### config.mk
export PLATFORM = sky130hd
export DESIGN_NAME = srecord_line_encoder_core
export DESIGN_NICKNAME = d
export VERILOG_FILES = /design/src/sv/srle_pkg.sv /design/src/sv/srecord_line_encoder_core.sv /design/src/sv/srle_ctrl.sv /design/src/sv/srle_dp.sv
export VERILOG_INCLUDE_DIRS = /design/src /design/src/sv
export SDC_FILE = /design/constraint.sdc
export NUM_CORES = 1
export LEC_CHECK = 0
export ABC_CLOCK_PERIOD_IN_PS = 6750
export BUFFER_PORTS_ARGS = -buffer_cell sky130_fd_sc_hd__buf_2
export CELL_PAD_IN_SITES_DETAIL_PLACEMENT = 2
export CELL_PAD_IN_SITES_GLOBAL_PLACEMENT = 2
export CORE_MARGIN = 3
export CORE_UTILIZATION = 46
export DETAILED_ROUTE_END_ITERATION = 16
export PLACE_DENSITY_LB_ADDON = 0.1
export SLEW_MARGIN = 10
export SYNTH_ARGS = -nofsm -noshare
export SYNTH_HDL_FRONTEND = slang
export SYNTH_SLANG_ARGS = --single-unit
### constraint.sdc
create_clock -name clk_i -period 6.75 [get_ports clk_i]
set_input_delay 0.675 -clock clk_i [delete_from_list [all_inputs] [get_ports clk_i]]
set_output_delay 0.675 -clock clk_i [all_outputs]
set_load 0.005 [all_outputs]
### src/sv/srecord_line_encoder_core_assert.svh
// Assertion helpers for the S-record encoder.
// Every check is clocked on clk_i and switched off while rst_ni is low.
`ifndef SRECORD_LINE_ENCODER_CORE_ASSERT_SVH
`define SRECORD_LINE_ENCODER_CORE_ASSERT_SVH

// Same-cycle implication
`define SRLE_ASSERT_IMP(label, ante, cons, msg) \
  label: assert property (@(posedge clk_i) disable iff (!rst_ni) (ante) |-> (cons)) \
    else $error(msg);

// Next-cycle implication
`define SRLE_ASSERT_NXT(label, ante, cons, msg) \
  label: assert property (@(posedge clk_i) disable iff (!rst_ni) (ante) |=> (cons)) \
    else $error(msg);

`endif

### src/sv/srle_pkg.sv
package srle_pkg;

  // Default byte count at which a data record goes out
  localparam int FULL_RECORD_COUNT_DEF = 36;

  // Input modes
  localparam logic [1:0] MODE_DATA  = 2'd0;
  localparam logic [1:0] MODE_FLUSH = 2'd1;
  localparam logic [1:0] MODE_CLOSE = 2'd2;

  // Record kinds (address width class)
  localparam logic [1:0] KIND_S1 = 2'd1;
  localparam logic [1:0] KIND_S2 = 2'd2;
  localparam logic [1:0] KIND_S3 = 2'd3;

  // Which record the sequencer is building
  localparam logic [1:0] REC_DATA  = 2'd0;
  localparam logic [1:0] REC_COUNT = 2'd1;
  localparam logic [1:0] REC_TERM  = 2'd2;

  // ASCII characters
  localparam logic [7:0] CHAR_S  = 8'h53;
  localparam logic [7:0] CHAR_0  = 8'h30;
  localparam logic [7:0] CHAR_5  = 8'h35;
  localparam logic [7:0] CHAR_7  = 8'h37;
  localparam logic [7:0] CHAR_8  = 8'h38;
  localparam logic [7:0] CHAR_9  = 8'h39;
  localparam logic [7:0] CHAR_NL = 8'h0A;

  // Which pair of a record goes out
  typedef enum logic [2:0] {
    SEL_HEAD,
    SEL_COUNT,
    SEL_ADDR,
    SEL_DATA,
    SEL_CSUM,
    SEL_NL
  } pair_sel_e;

  typedef struct packed {
    logic [1:0]  mode;
    logic [7:0]  data_byte;
    logic [31:0] address;
  } in_item_t;

  typedef struct packed {
    logic [7:0] char_first;
    logic [7:0] char_second;
    logic       second_valid;
    logic       last_of_run;
  } out_item_t;

  // Controller to datapath
  typedef struct packed {
    logic       accept_byte;
    logic       load_rec;
    logic [1:0] rec_sel;
    logic       emit;
    pair_sel_e  sel;
    logic       last;
    logic       clr_rw;
  } ctrl_cmd_t;

  // Datapath to controller
  typedef struct packed {
    logic out_free;
    logic byte_full;
    logic fill_nz;
    logic rw_nz;
    logic rw_ok;
    logic addr_last;
    logic data_last;
  } dp_status_t;

  // Uppercase hex digit
  function automatic logic [7:0] hex_char(input logic [3:0] v);
    logic [7:0] c;
    if (v < 4'd10) begin
      c = 8'h30 + {4'h0, v};
    end else begin
      c = 8'h37 + {4'h0, v};
    end
    return c;
  endfunction

endpackage

### src/sv/srecord_line_encoder_core.sv
// Channel   Signals                          Direction   Moves
// in        in_valid_i/in_ready_o/in_data_i  input       one mode item (byte, flush, close)
// out       out_valid_o/out_ready_i/out_data_o output    one character pair item
// cfg       cfg_we_i/cfg_wdata_i             input       start address, written at once
//
// A data byte that does not complete a record keeps the sequencer idle, so a new item is taken
// each cycle. A record first loads its descriptor in the start state, then sends one pair per
// cycle while the output is free, through the single output register: head, count, address
// bytes, data, checksum and newline. Flush then chains the count record, close the terminator too.
// Reset clears fill count, record count and address, sets the S3 kind and empties the output.
// A stalled output holds the sequencer; no input item is taken while a record is going out.
module srecord_line_encoder_core #(
  parameter int FULL_RECORD_COUNT = srle_pkg::FULL_RECORD_COUNT_DEF
) (
  input  logic                clk_i,
  input  logic                rst_ni,
  input  logic                in_valid_i,
  output logic                in_ready_o,
  input  srle_pkg::in_item_t  in_data_i,
  output logic                out_valid_o,
  input  logic                out_ready_i,
  output srle_pkg::out_item_t out_data_o,
  input  logic                cfg_we_i,
  input  logic [31:0]         cfg_wdata_i
);

  srle_pkg::ctrl_cmd_t  cmd;
  srle_pkg::dp_status_t status;

  // Record sequencer
  srle_ctrl u_ctrl (
    .clk_i      (clk_i),
    .rst_ni     (rst_ni),
    .in_valid_i (in_valid_i),
    .in_mode_i  (in_data_i.mode),
    .in_ready_o (in_ready_o),
    .status_i   (status),
    .cmd_o      (cmd)
  );

  // Record buffer, descriptor and output register
  srle_dp #(
    .FULL_RECORD_COUNT (FULL_RECORD_COUNT)
  ) u_dp (
    .clk_i       (clk_i),
    .rst_ni      (rst_ni),
    .in_data_i   (in_data_i),
    .cfg_we_i    (cfg_we_i),
    .cfg_wdata_i (cfg_wdata_i),
    .cmd_i       (cmd),
    .status_o    (status),
    .out_valid_o (out_valid_o),
    .out_ready_i (out_ready_i),
    .out_data_o  (out_data_o)
  );

endmodule

### src/sv/srle_ctrl.sv
module srle_ctrl (
  input  logic                   clk_i,
  input  logic                   rst_ni,
  input  logic                   in_valid_i,
  input  logic [1:0]             in_mode_i,
  output logic                   in_ready_o,
  input  srle_pkg::dp_status_t   status_i,
  output srle_pkg::ctrl_cmd_t    cmd_o
);

  localparam logic [2:0] ST_IDLE  = 3'd0;
  localparam logic [2:0] ST_START = 3'd1;
  localparam logic [2:0] ST_HEAD  = 3'd2;
  localparam logic [2:0] ST_COUNT = 3'd3;
  localparam logic [2:0] ST_ADDR  = 3'd4;
  localparam logic [2:0] ST_DATA  = 3'd5;
  localparam logic [2:0] ST_CSUM  = 3'd6;
  localparam logic [2:0] ST_NL    = 3'd7;

  logic [2:0] state_q, state_d;
  logic [1:0] rec_q, rec_d;
  logic       flush_q, flush_d;
  logic       close_q, close_d;

  // Next state and commands
  always_comb begin
    state_d    = state_q;
    rec_d      = rec_q;
    flush_d    = flush_q;
    close_d    = close_q;
    cmd_o      = '0;
    cmd_o.sel  = srle_pkg::SEL_HEAD;
    in_ready_o = (state_q == ST_IDLE);

    case (state_q)
      ST_IDLE: begin
        if (in_valid_i) begin
          case (in_mode_i)
            srle_pkg::MODE_DATA: begin
              cmd_o.accept_byte = 1'b1;
              if (status_i.byte_full) begin
                rec_d   = srle_pkg::REC_DATA;
                flush_d = 1'b0;
                close_d = 1'b0;
                state_d = ST_START;
              end
            end
            srle_pkg::MODE_FLUSH, srle_pkg::MODE_CLOSE: begin
              flush_d = 1'b1;
              close_d = (in_mode_i == srle_pkg::MODE_CLOSE);
              if (status_i.fill_nz) begin
                rec_d   = srle_pkg::REC_DATA;
                state_d = ST_START;
              end else if (status_i.rw_nz && status_i.rw_ok) begin
                rec_d   = srle_pkg::REC_COUNT;
                state_d = ST_START;
              end else begin
                // zero or saturated count: drop the count record silently
                cmd_o.clr_rw = 1'b1;
                if (in_mode_i == srle_pkg::MODE_CLOSE) begin
                  rec_d   = srle_pkg::REC_TERM;
                  state_d = ST_START;
                end
              end
            end
            default: ;
          endcase
        end
      end
      ST_START: begin
        cmd_o.load_rec = 1'b1;
        cmd_o.rec_sel  = rec_q;
        state_d        = ST_HEAD;
      end
      ST_HEAD: begin
        if (status_i.out_free) begin
          cmd_o.emit = 1'b1;
          cmd_o.sel  = srle_pkg::SEL_HEAD;
          state_d    = ST_COUNT;
        end
      end
      ST_COUNT: begin
        if (status_i.out_free) begin
          cmd_o.emit = 1'b1;
          cmd_o.sel  = srle_pkg::SEL_COUNT;
          state_d    = ST_ADDR;
        end
      end
      ST_ADDR: begin
        if (status_i.out_free) begin
          cmd_o.emit = 1'b1;
          cmd_o.sel  = srle_pkg::SEL_ADDR;
          if (status_i.addr_last) begin
            state_d = (rec_q == srle_pkg::REC_DATA) ? ST_DATA : ST_CSUM;
          end
        end
      end
      ST_DATA: begin
        if (status_i.out_free) begin
          cmd_o.emit = 1'b1;
          cmd_o.sel  = srle_pkg::SEL_DATA;
          if (status_i.data_last) begin
            state_d = ST_CSUM;
          end
        end
      end
      ST_CSUM: begin
        if (status_i.out_free) begin
          cmd_o.emit = 1'b1;
          cmd_o.sel  = srle_pkg::SEL_CSUM;
          state_d    = ST_NL;
        end
      end
      ST_NL: begin
        if (status_i.out_free) begin
          cmd_o.emit = 1'b1;
          cmd_o.sel  = srle_pkg::SEL_NL;
          state_d    = ST_IDLE;
          // pick the record that follows, if any
          case (rec_q)
            srle_pkg::REC_DATA: begin
              if (flush_q) begin
                if (status_i.rw_ok) begin
                  rec_d   = srle_pkg::REC_COUNT;
                  state_d = ST_START;
                end else begin
                  cmd_o.clr_rw = 1'b1;
                  if (close_q) begin
                    rec_d   = srle_pkg::REC_TERM;
                    state_d = ST_START;
                  end
                end
              end
            end
            srle_pkg::REC_COUNT: begin
              cmd_o.clr_rw = 1'b1;
              if (close_q) begin
                rec_d   = srle_pkg::REC_TERM;
                state_d = ST_START;
              end
            end
            default: ;
          endcase
          cmd_o.last = (state_d == ST_IDLE);
        end
      end
      default: state_d = ST_IDLE;
    endcase
  end

  // State registers
  always_ff @(posedge clk_i or negedge rst_ni) begin
    if (!rst_ni) begin
      state_q <= ST_IDLE;
      rec_q   <= srle_pkg::REC_DATA;
      flush_q <= 1'b0;
      close_q <= 1'b0;
    end else begin
      state_q <= state_d;
      rec_q   <= rec_d;
      flush_q <= flush_d;
      close_q <= close_d;
    end
  end

`include "srecord_line_encoder_core_assert.svh"

  `SRLE_ASSERT_IMP(a_emit_needs_slot, cmd_o.emit, status_i.out_free,
                   "pair emitted while output register is occupied")
  `SRLE_ASSERT_NXT(a_last_returns_idle, (state_q == ST_NL) && cmd_o.emit && cmd_o.last,
                   state_q == ST_IDLE, "sequencer did not return to idle after last pair")
  `SRLE_ASSERT_IMP(a_data_only_in_data_rec, state_q == ST_DATA,
                   rec_q == srle_pkg::REC_DATA, "data phase outside a data record")

endmodule

### src/sv/srle_dp.sv
module srle_dp #(
  parameter int FULL_RECORD_COUNT = srle_pkg::FULL_RECORD_COUNT_DEF
) (
  input  logic                 clk_i,
  input  logic                 rst_ni,
  input  srle_pkg::in_item_t   in_data_i,
  input  logic                 cfg_we_i,
  input  logic [31:0]          cfg_wdata_i,
  input  srle_pkg::ctrl_cmd_t  cmd_i,
  output srle_pkg::dp_status_t status_o,
  output logic                 out_valid_o,
  input  logic                 out_ready_i,
  output srle_pkg::out_item_t  out_data_o
);

  localparam int BUF_DEPTH = FULL_RECORD_COUNT - 3;
  localparam int CNT_W     = $clog2(BUF_DEPTH + 1);
  localparam int IDX_W     = $clog2(BUF_DEPTH);
  localparam logic [7:0]       FULL_CNT  = 8'(FULL_RECORD_COUNT);
  localparam logic [CNT_W-1:0] DEPTH_CNT = CNT_W'(BUF_DEPTH);

  // Record buffer
  logic [7:0] mem [BUF_DEPTH];
  logic [7:0] rd_data_q;

  // Record state
  logic [CNT_W-1:0] fill_q;
  logic [31:0]      rec_addr_q;
  logic [1:0]       kind_q;
  logic [16:0]      rw_q;
  logic [31:0]      start_addr_q;

  // Record being sent
  logic [7:0]       type_q;
  logic [7:0]       count_q;
  logic [31:0]      ashift_q;
  logic [2:0]       aleft_q;
  logic [CNT_W-1:0] ndata_q;
  logic [CNT_W-1:0] idx_q, idx_d;
  logic [7:0]       acc_q;

  // Output register
  srle_pkg::out_item_t out_q;
  logic                out_valid_q;

  logic [1:0]       kind_in, kind_new;
  logic [7:0]       ld_type, ld_count;
  logic [31:0]      ld_addr, ld_shift;
  logic [2:0]       ld_ab;
  logic [CNT_W-1:0] ld_n;
  logic [7:0]       hex_val;
  logic [IDX_W-1:0] rd_addr;
  logic             out_free;
  srle_pkg::out_item_t pair;

  // Address class of an incoming byte
  always_comb begin
    if (in_data_i.address[31:24] != 8'h00) begin
      kind_in = srle_pkg::KIND_S3;
    end else if (in_data_i.address[23:16] != 8'h00) begin
      kind_in = srle_pkg::KIND_S2;
    end else begin
      kind_in = srle_pkg::KIND_S1;
    end
    kind_new = (fill_q == '0) ? kind_in : kind_q;
  end

  assign out_free = !out_valid_q || out_ready_i;

  // Status back to the controller
  always_comb begin
    status_o.out_free  = out_free;
    status_o.byte_full = (8'(kind_new) + 8'(fill_q) + 8'd3) >= FULL_CNT;
    status_o.fill_nz   = (fill_q != '0);
    status_o.rw_nz     = (rw_q != '0);
    status_o.rw_ok     = !rw_q[16];
    status_o.addr_last = (aleft_q == 3'd1);
    status_o.data_last = ((idx_q + CNT_W'(1)) == ndata_q);
  end

  // Record descriptor for the record about to start
  always_comb begin
    ld_n = '0;
    case (cmd_i.rec_sel)
      srle_pkg::REC_DATA: begin
        ld_type  = srle_pkg::CHAR_0 + 8'(kind_q);
        ld_count = 8'(kind_q) + 8'(fill_q) + 8'd2;
        ld_addr  = rec_addr_q;
        ld_ab    = 3'(kind_q) + 3'd1;
        ld_n     = fill_q;
      end
      srle_pkg::REC_COUNT: begin
        ld_type  = srle_pkg::CHAR_5;
        ld_count = 8'd3;
        ld_addr  = {16'h0000, rw_q[15:0]};
        ld_ab    = 3'd2;
      end
      default: begin
        case (kind_q)
          srle_pkg::KIND_S1: begin
            ld_type  = srle_pkg::CHAR_9;
            ld_count = 8'd3;
            ld_addr  = {16'h0000, start_addr_q[15:0]};
            ld_ab    = 3'd2;
          end
          srle_pkg::KIND_S2: begin
            ld_type  = srle_pkg::CHAR_8;
            ld_count = 8'd4;
            ld_addr  = {8'h00, start_addr_q[23:0]};
            ld_ab    = 3'd3;
          end
          default: begin
            ld_type  = srle_pkg::CHAR_7;
            ld_count = 8'd5;
            ld_addr  = start_addr_q;
            ld_ab    = 3'd4;
          end
        endcase
      end
    endcase
    // first printed address byte lands in the top byte
    case (ld_ab)
      3'd2:    ld_shift = {ld_addr[15:0], 16'h0000};
      3'd3:    ld_shift = {ld_addr[23:0], 8'h00};
      default: ld_shift = ld_addr;
    endcase
  end

  // Pair to emit
  always_comb begin
    case (cmd_i.sel)
      srle_pkg::SEL_COUNT: hex_val = count_q;
      srle_pkg::SEL_ADDR:  hex_val = ashift_q[31:24];
      srle_pkg::SEL_DATA:  hex_val = rd_data_q;
      default:             hex_val = ~acc_q;
    endcase
    pair.char_first   = srle_pkg::hex_char(hex_val[7:4]);
    pair.char_second  = srle_pkg::hex_char(hex_val[3:0]);
    pair.second_valid = 1'b1;
    pair.last_of_run  = cmd_i.last;
    case (cmd_i.sel)
      srle_pkg::SEL_HEAD: begin
        pair.char_first  = srle_pkg::CHAR_S;
        pair.char_second = type_q;
      end
      srle_pkg::SEL_NL: begin
        pair.char_first   = srle_pkg::CHAR_NL;
        pair.char_second  = 8'h00;
        pair.second_valid = 1'b0;
      end
      default: ;
    endcase
  end

  // Buffer read index
  always_comb begin
    idx_d = idx_q;
    if (cmd_i.load_rec) begin
      idx_d = '0;
    end else if (cmd_i.emit && (cmd_i.sel == srle_pkg::SEL_DATA)) begin
      idx_d = idx_q + CNT_W'(1);
    end
    rd_addr = (idx_d < DEPTH_CNT) ? idx_d[IDX_W-1:0] : '0;
  end

  // Buffer write and registered read
  always_ff @(posedge clk_i) begin
    if (cmd_i.accept_byte && (fill_q < DEPTH_CNT)) begin
      mem[fill_q[IDX_W-1:0]] <= in_data_i.data_byte;
    end
    rd_data_q <= mem[rd_addr];
  end

  // Record state and configuration
  always_ff @(posedge clk_i or negedge rst_ni) begin
    if (!rst_ni) begin
      fill_q       <= '0;
      rec_addr_q   <= '0;
      kind_q       <= srle_pkg::KIND_S3;
      rw_q         <= '0;
      start_addr_q <= '0;
    end else begin
      if (cfg_we_i) begin
        start_addr_q <= cfg_wdata_i;
      end
      if (cmd_i.accept_byte) begin
        if (fill_q == '0) begin
          rec_addr_q <= in_data_i.address;
          kind_q     <= kind_in;
        end
        fill_q <= fill_q + CNT_W'(1);
      end else if (cmd_i.load_rec && (cmd_i.rec_sel == srle_pkg::REC_DATA)) begin
        fill_q <= '0;
        if (!rw_q[16]) begin
          rw_q <= rw_q + 17'd1;
        end
      end else if (cmd_i.clr_rw) begin
        rw_q <= '0;
      end
    end
  end

  // Record sender registers
  always_ff @(posedge clk_i) begin
    idx_q <= idx_d;
    if (cmd_i.load_rec) begin
      type_q   <= ld_type;
      count_q  <= ld_count;
      ashift_q <= ld_shift;
      aleft_q  <= ld_ab;
      ndata_q  <= ld_n;
      acc_q    <= 8'h00;
    end else if (cmd_i.emit) begin
      case (cmd_i.sel)
        srle_pkg::SEL_COUNT: acc_q <= acc_q + count_q;
        srle_pkg::SEL_ADDR: begin
          acc_q    <= acc_q + ashift_q[31:24];
          ashift_q <= {ashift_q[23:0], 8'h00};
          aleft_q  <= aleft_q - 3'd1;
        end
        srle_pkg::SEL_DATA:  acc_q <= acc_q + rd_data_q;
        default: ;
      endcase
    end
  end

  // Output register
  always_ff @(posedge clk_i or negedge rst_ni) begin
    if (!rst_ni) begin
      out_valid_q <= 1'b0;
    end else if (cmd_i.emit) begin
      out_valid_q <= 1'b1;
    end else if (out_ready_i) begin
      out_valid_q <= 1'b0;
    end
  end

  always_ff @(posedge clk_i) begin
    if (cmd_i.emit) begin
      out_q <= pair;
    end
  end

  assign out_valid_o = out_valid_q;
  assign out_data_o  = out_q;

`include "srecord_line_encoder_core_assert.svh"

  `SRLE_ASSERT_IMP(a_fill_in_range, 1'b1, fill_q <= DEPTH_CNT,
                   "record fill count beyond buffer depth")
  `SRLE_ASSERT_IMP(a_addr_bytes_left, cmd_i.emit && (cmd_i.sel == srle_pkg::SEL_ADDR),
                   aleft_q != 3'd0, "address byte sent with no bytes left")
  `SRLE_ASSERT_IMP(a_data_in_range, cmd_i.emit && (cmd_i.sel == srle_pkg::SEL_DATA),
                   idx_q < ndata_q, "data byte sent past record length")

endmodule

==> results.md <==
* Status: finished clean
* Post-synthesis cell area at 20400 sq um
* DRT Wirelength at 71.1 mm
* Fin crit period at 4.63 ns
* Wire per inst at 29.7 um
* Worst-path fanout max at 19
* Routed vias/inst at 6.32
* Fin. max-slew vios at 0
* Seq/Total Area, Yosys at 0.630
* Post-synth EDFFs at 333
* Drt drc at 0
* Psw at 0.00425 W
* Total number of vias at 15129
* Layout area overhead at 12.7%
* VDD IR max at 0.000289 V
* Worst endpoint required time at 7.28 ns
* Max Cap Viol at 0
* DIE HEIGHT at 217 um
* FF+latch count, synth at 452
* Most frequent cells in the layout: edfxtp_1, nor2_1, nand2_1, buf_2, dfrtp_1
* Worst skew pair latency at 0.61 ns
* Sw Share at 0.403
* GRT Resource Usage Total at 0.304
* FILL cells at 4175
* Clk pwr share at 0.263
* Clk root buf: clkbuf_16
* Cell variety after synth at 75
* Async SR Flop Fraction at 0.215
* Hold Crit Class: input port to asynchronous set/reset pin
* DIE WIDTH at 217 um
* Fmax at 216 MHz
* Synth top area share at 0.490
* Crit path launch type: flip-flop
* First-pass GRT wire length at 107 mm
* RSZ-0062 raised after global routing: no
* Initial antenna violation count at 1
* Final #Nets at 1878
* Worst flop-to-flop path startpoint: u_ctrl.state_q[2]
* Core area at 43500 sq um
* CTS tree: yes
* Layout Skew at 0.0163 ns
* FF-to-FF setup slack at 2.12 ns
* Crit-path cells: nand2_2 > or3_1 > a221o_1 > a211oi_4 > or2_1 > o221ai_1 > o32ai_1 > a22oi_1 > nand4_1
* Sequential Power Share at 0.359
* Crit path capture type: flip-flop
* Commonest non-fill, non-tap cell in the layout: edfxtp_1
* Fraction of layout cells with a size suffix above 1 at 0.153
* Vias in the first global route at 16481
* Synth area leader: edfxtp_1
* Clock transition at path regs at 0.06 ns
* Max incr delay on CP at 0.81 ns
* Final Hold Viols at 0
* Max clock buf depth at 3
* Die area at 47000 sq um
* CTS hold repair buffers at 0
* Worst R2R Path Depth at 9
* Initial core utilization at 0.470
* Critical-path top delay cell: a211oi_4
* Row count at 76
* Comb power frac at 0.379
* Largest net degree at the start of global routing at 75
* Final hold slack at 0.0876 ns
* Worst reg2reg path endpoint: u_dp.rd_data_q[0]
* Drt pass-1 iters at 5
* GP Congestion at 0.844
* Tcrit/Tclk final at 0.686
* Area contributors post-synth: edfxtp_1, dfrtp_1, mux2_2
* Antenna-violating nets left at 0
* Synth Warn # at 0
* Clock buffer count from CTS at 49
* H-tree levels at 2
* Final setup viols at 0
* CP Data Arrival Time at 5.16 ns
* Clock sink count at 452
* Ports at 99
* Worst slew margin at 0.124
* Internal Power at 0.00629 W
* Leak pwr at 8.55 nW
* Ys flop type: edfxtp_1
* IO Port Bufs at 96
* Cts repair resizes at 0
* Post-CTS setup buffer count at 0
* Hpwl dp at 47.2 mm
* Crit Path Category: flip-flop to flip-flop
* Post-Syn Area per Cell at 12.0 sq um
* Worst-margin pin slew at 1.30 ns
* Overflow left after global routing at 0
* Post-Syn Instances at 1704
* Fin Setup TNS at 0 ns
* Initial DRC count at 1429
* P per Cell Area at 458 nW/um^2
[cell families after synthesis]
group,count (synthesis),synth area share
AOI/OAI and AO/OA,394,0.130
xor gates and xnor gates,38,0.0163
adders and majority gates,32,0.0207
buffers and inverters,135,0.0274
DFF,452,0.630
muxes,104,0.0549
other,1,0.000184
and+or+nand+nor,548,0.121
[power by group through the flow]
stage	logic (W)	clock network, W	registers, W
finish	0.00399	0.00277	0.00378
global route	0.00432	0.00290	0.00382
CTS	0.00392	0.00280	0.00378
detailed placement	0.00384	0	0.00382
global placement	0.00361	0	0.00379
floorplan	0.00254	0	0.00365
[metrics by stage]
step | instances | total power, W | worst slack, ns | utilization | instance area, sq um
floorplan | 1706 | 0.00620 | 2.33 | - | 20400
global placement | 2300 | 0.00741 | 2.09 | 0.492 | 21400
detailed placement | 2300 | 0.00767 | 1.95 | 0.492 | 21400
CTS | 2392 | 0.0105 | 2.26 | 0.529 | 23000
global route | 2393 | 0.0110 | 1.84 | 0.529 | 23000
finish | 2394 | 0.0105 | 2.12 | 0.530 | 23000
[worst max-delay path by stage]
stage / slack, ns / depth (start not counted) / end / start
CTS: 2.26 / 9 / u_dp.rd_data_q[0] / u_ctrl.state_q[2]
floorplan: 2.33 / 6 / u_dp.aleft_q[0] / out_ready_i
detailed placement: 1.95 / 10 / u_dp.rd_data_q[0] / out_ready_i
finish: 2.12 / 9 / u_dp.rd_data_q[0] / u_ctrl.state_q[2]
global route: 1.84 / 9 / u_dp.rd_data_q[7] / u_dp.out_valid_o
global placement: 2.09 / 10 / u_dp.rd_data_q[0] / out_ready_i
[flip-flops by register name, summed over array words and instances (netlist names)]
name               count
u_ctrl.state_q         3
u_dp.rw_q             17
u_ctrl.close_q         1
u_dp.acc_q             8
u_dp.aleft_q           3
u_dp.type_q            4
u_dp.out_data_o       16
u_dp.out_valid_o       1
u_dp.ndata_q           6
u_dp.ashift_q         32
u_dp.rd_data_q         8
u_dp.start_addr_q     32
u_ctrl.rec_q           2
u_dp.kind_q            2
u_dp.rec_addr_q       32
u_dp.count_q           8
u_dp.idx_q             6
u_dp.fill_q            6
u_ctrl.flush_q         1
u_dp.mem             264
[synth_stat cells (6+ instances only)]
cell type,count
a22o_1,11
xor2_1,17
o32ai_1,22
a22oi_1,24
inv_1,30
o22ai_1,17
clkbuf_1,66
a221oi_1,18
a211oi_1,16
or3_1,9
a31oi_1,32
or2_2,6
nand4_1,17
o21ai_1,6
buf_1,13
a21oi_1,86
nand2b_1,13
nand3_1,56
o21ai_0,71
and2_1,6
buf_4,6
and3_1,19
nand2_1,165
nor2b_1,19
a2111oi_0,7
nor2_1,193
dfxtp_1,22
a21o_1,20
buf_2,18
xnor2_1,21
nor4_1,11
mux2i_1,39
edfxtp_1,333
dfrtp_1,95
o31ai_1,6
o221ai_1,14
nor3_1,17
a2bb2oi_1,10
mux2_2,65
ha_1,29
[layer usage]
metal	GRT usage	wire, um	up-vias
met5	0	14	-
met2	0.490	33500	560
met3	0.0569	4490	162
met1	0.411	30200	7899
li1	-	-	6506
met4	0.115	2880	2
[final cells by class]
class	count	area (sq um)	area share
clock inverters	30	325	0.0141
diodes	1	2.50	0.000109
inverters	31	116	0.00506
clock buffers	62	1290	0.0563
well taps	585	732	0.0318
repair buffers	114	638	0.0277
multi-input cells	1119	7030	0.306
flip-flops and latches	452	12900	0.559
[critical path, delay by kind of cell, from the launching register on]
kind	cells	cell delay, ns
DFF	1	0.71
AOI/OAI and AO/OA	5	2.16
and+or+nand+nor	4	1.66
No activity file was read; power rests on OpenSTA's default activity.
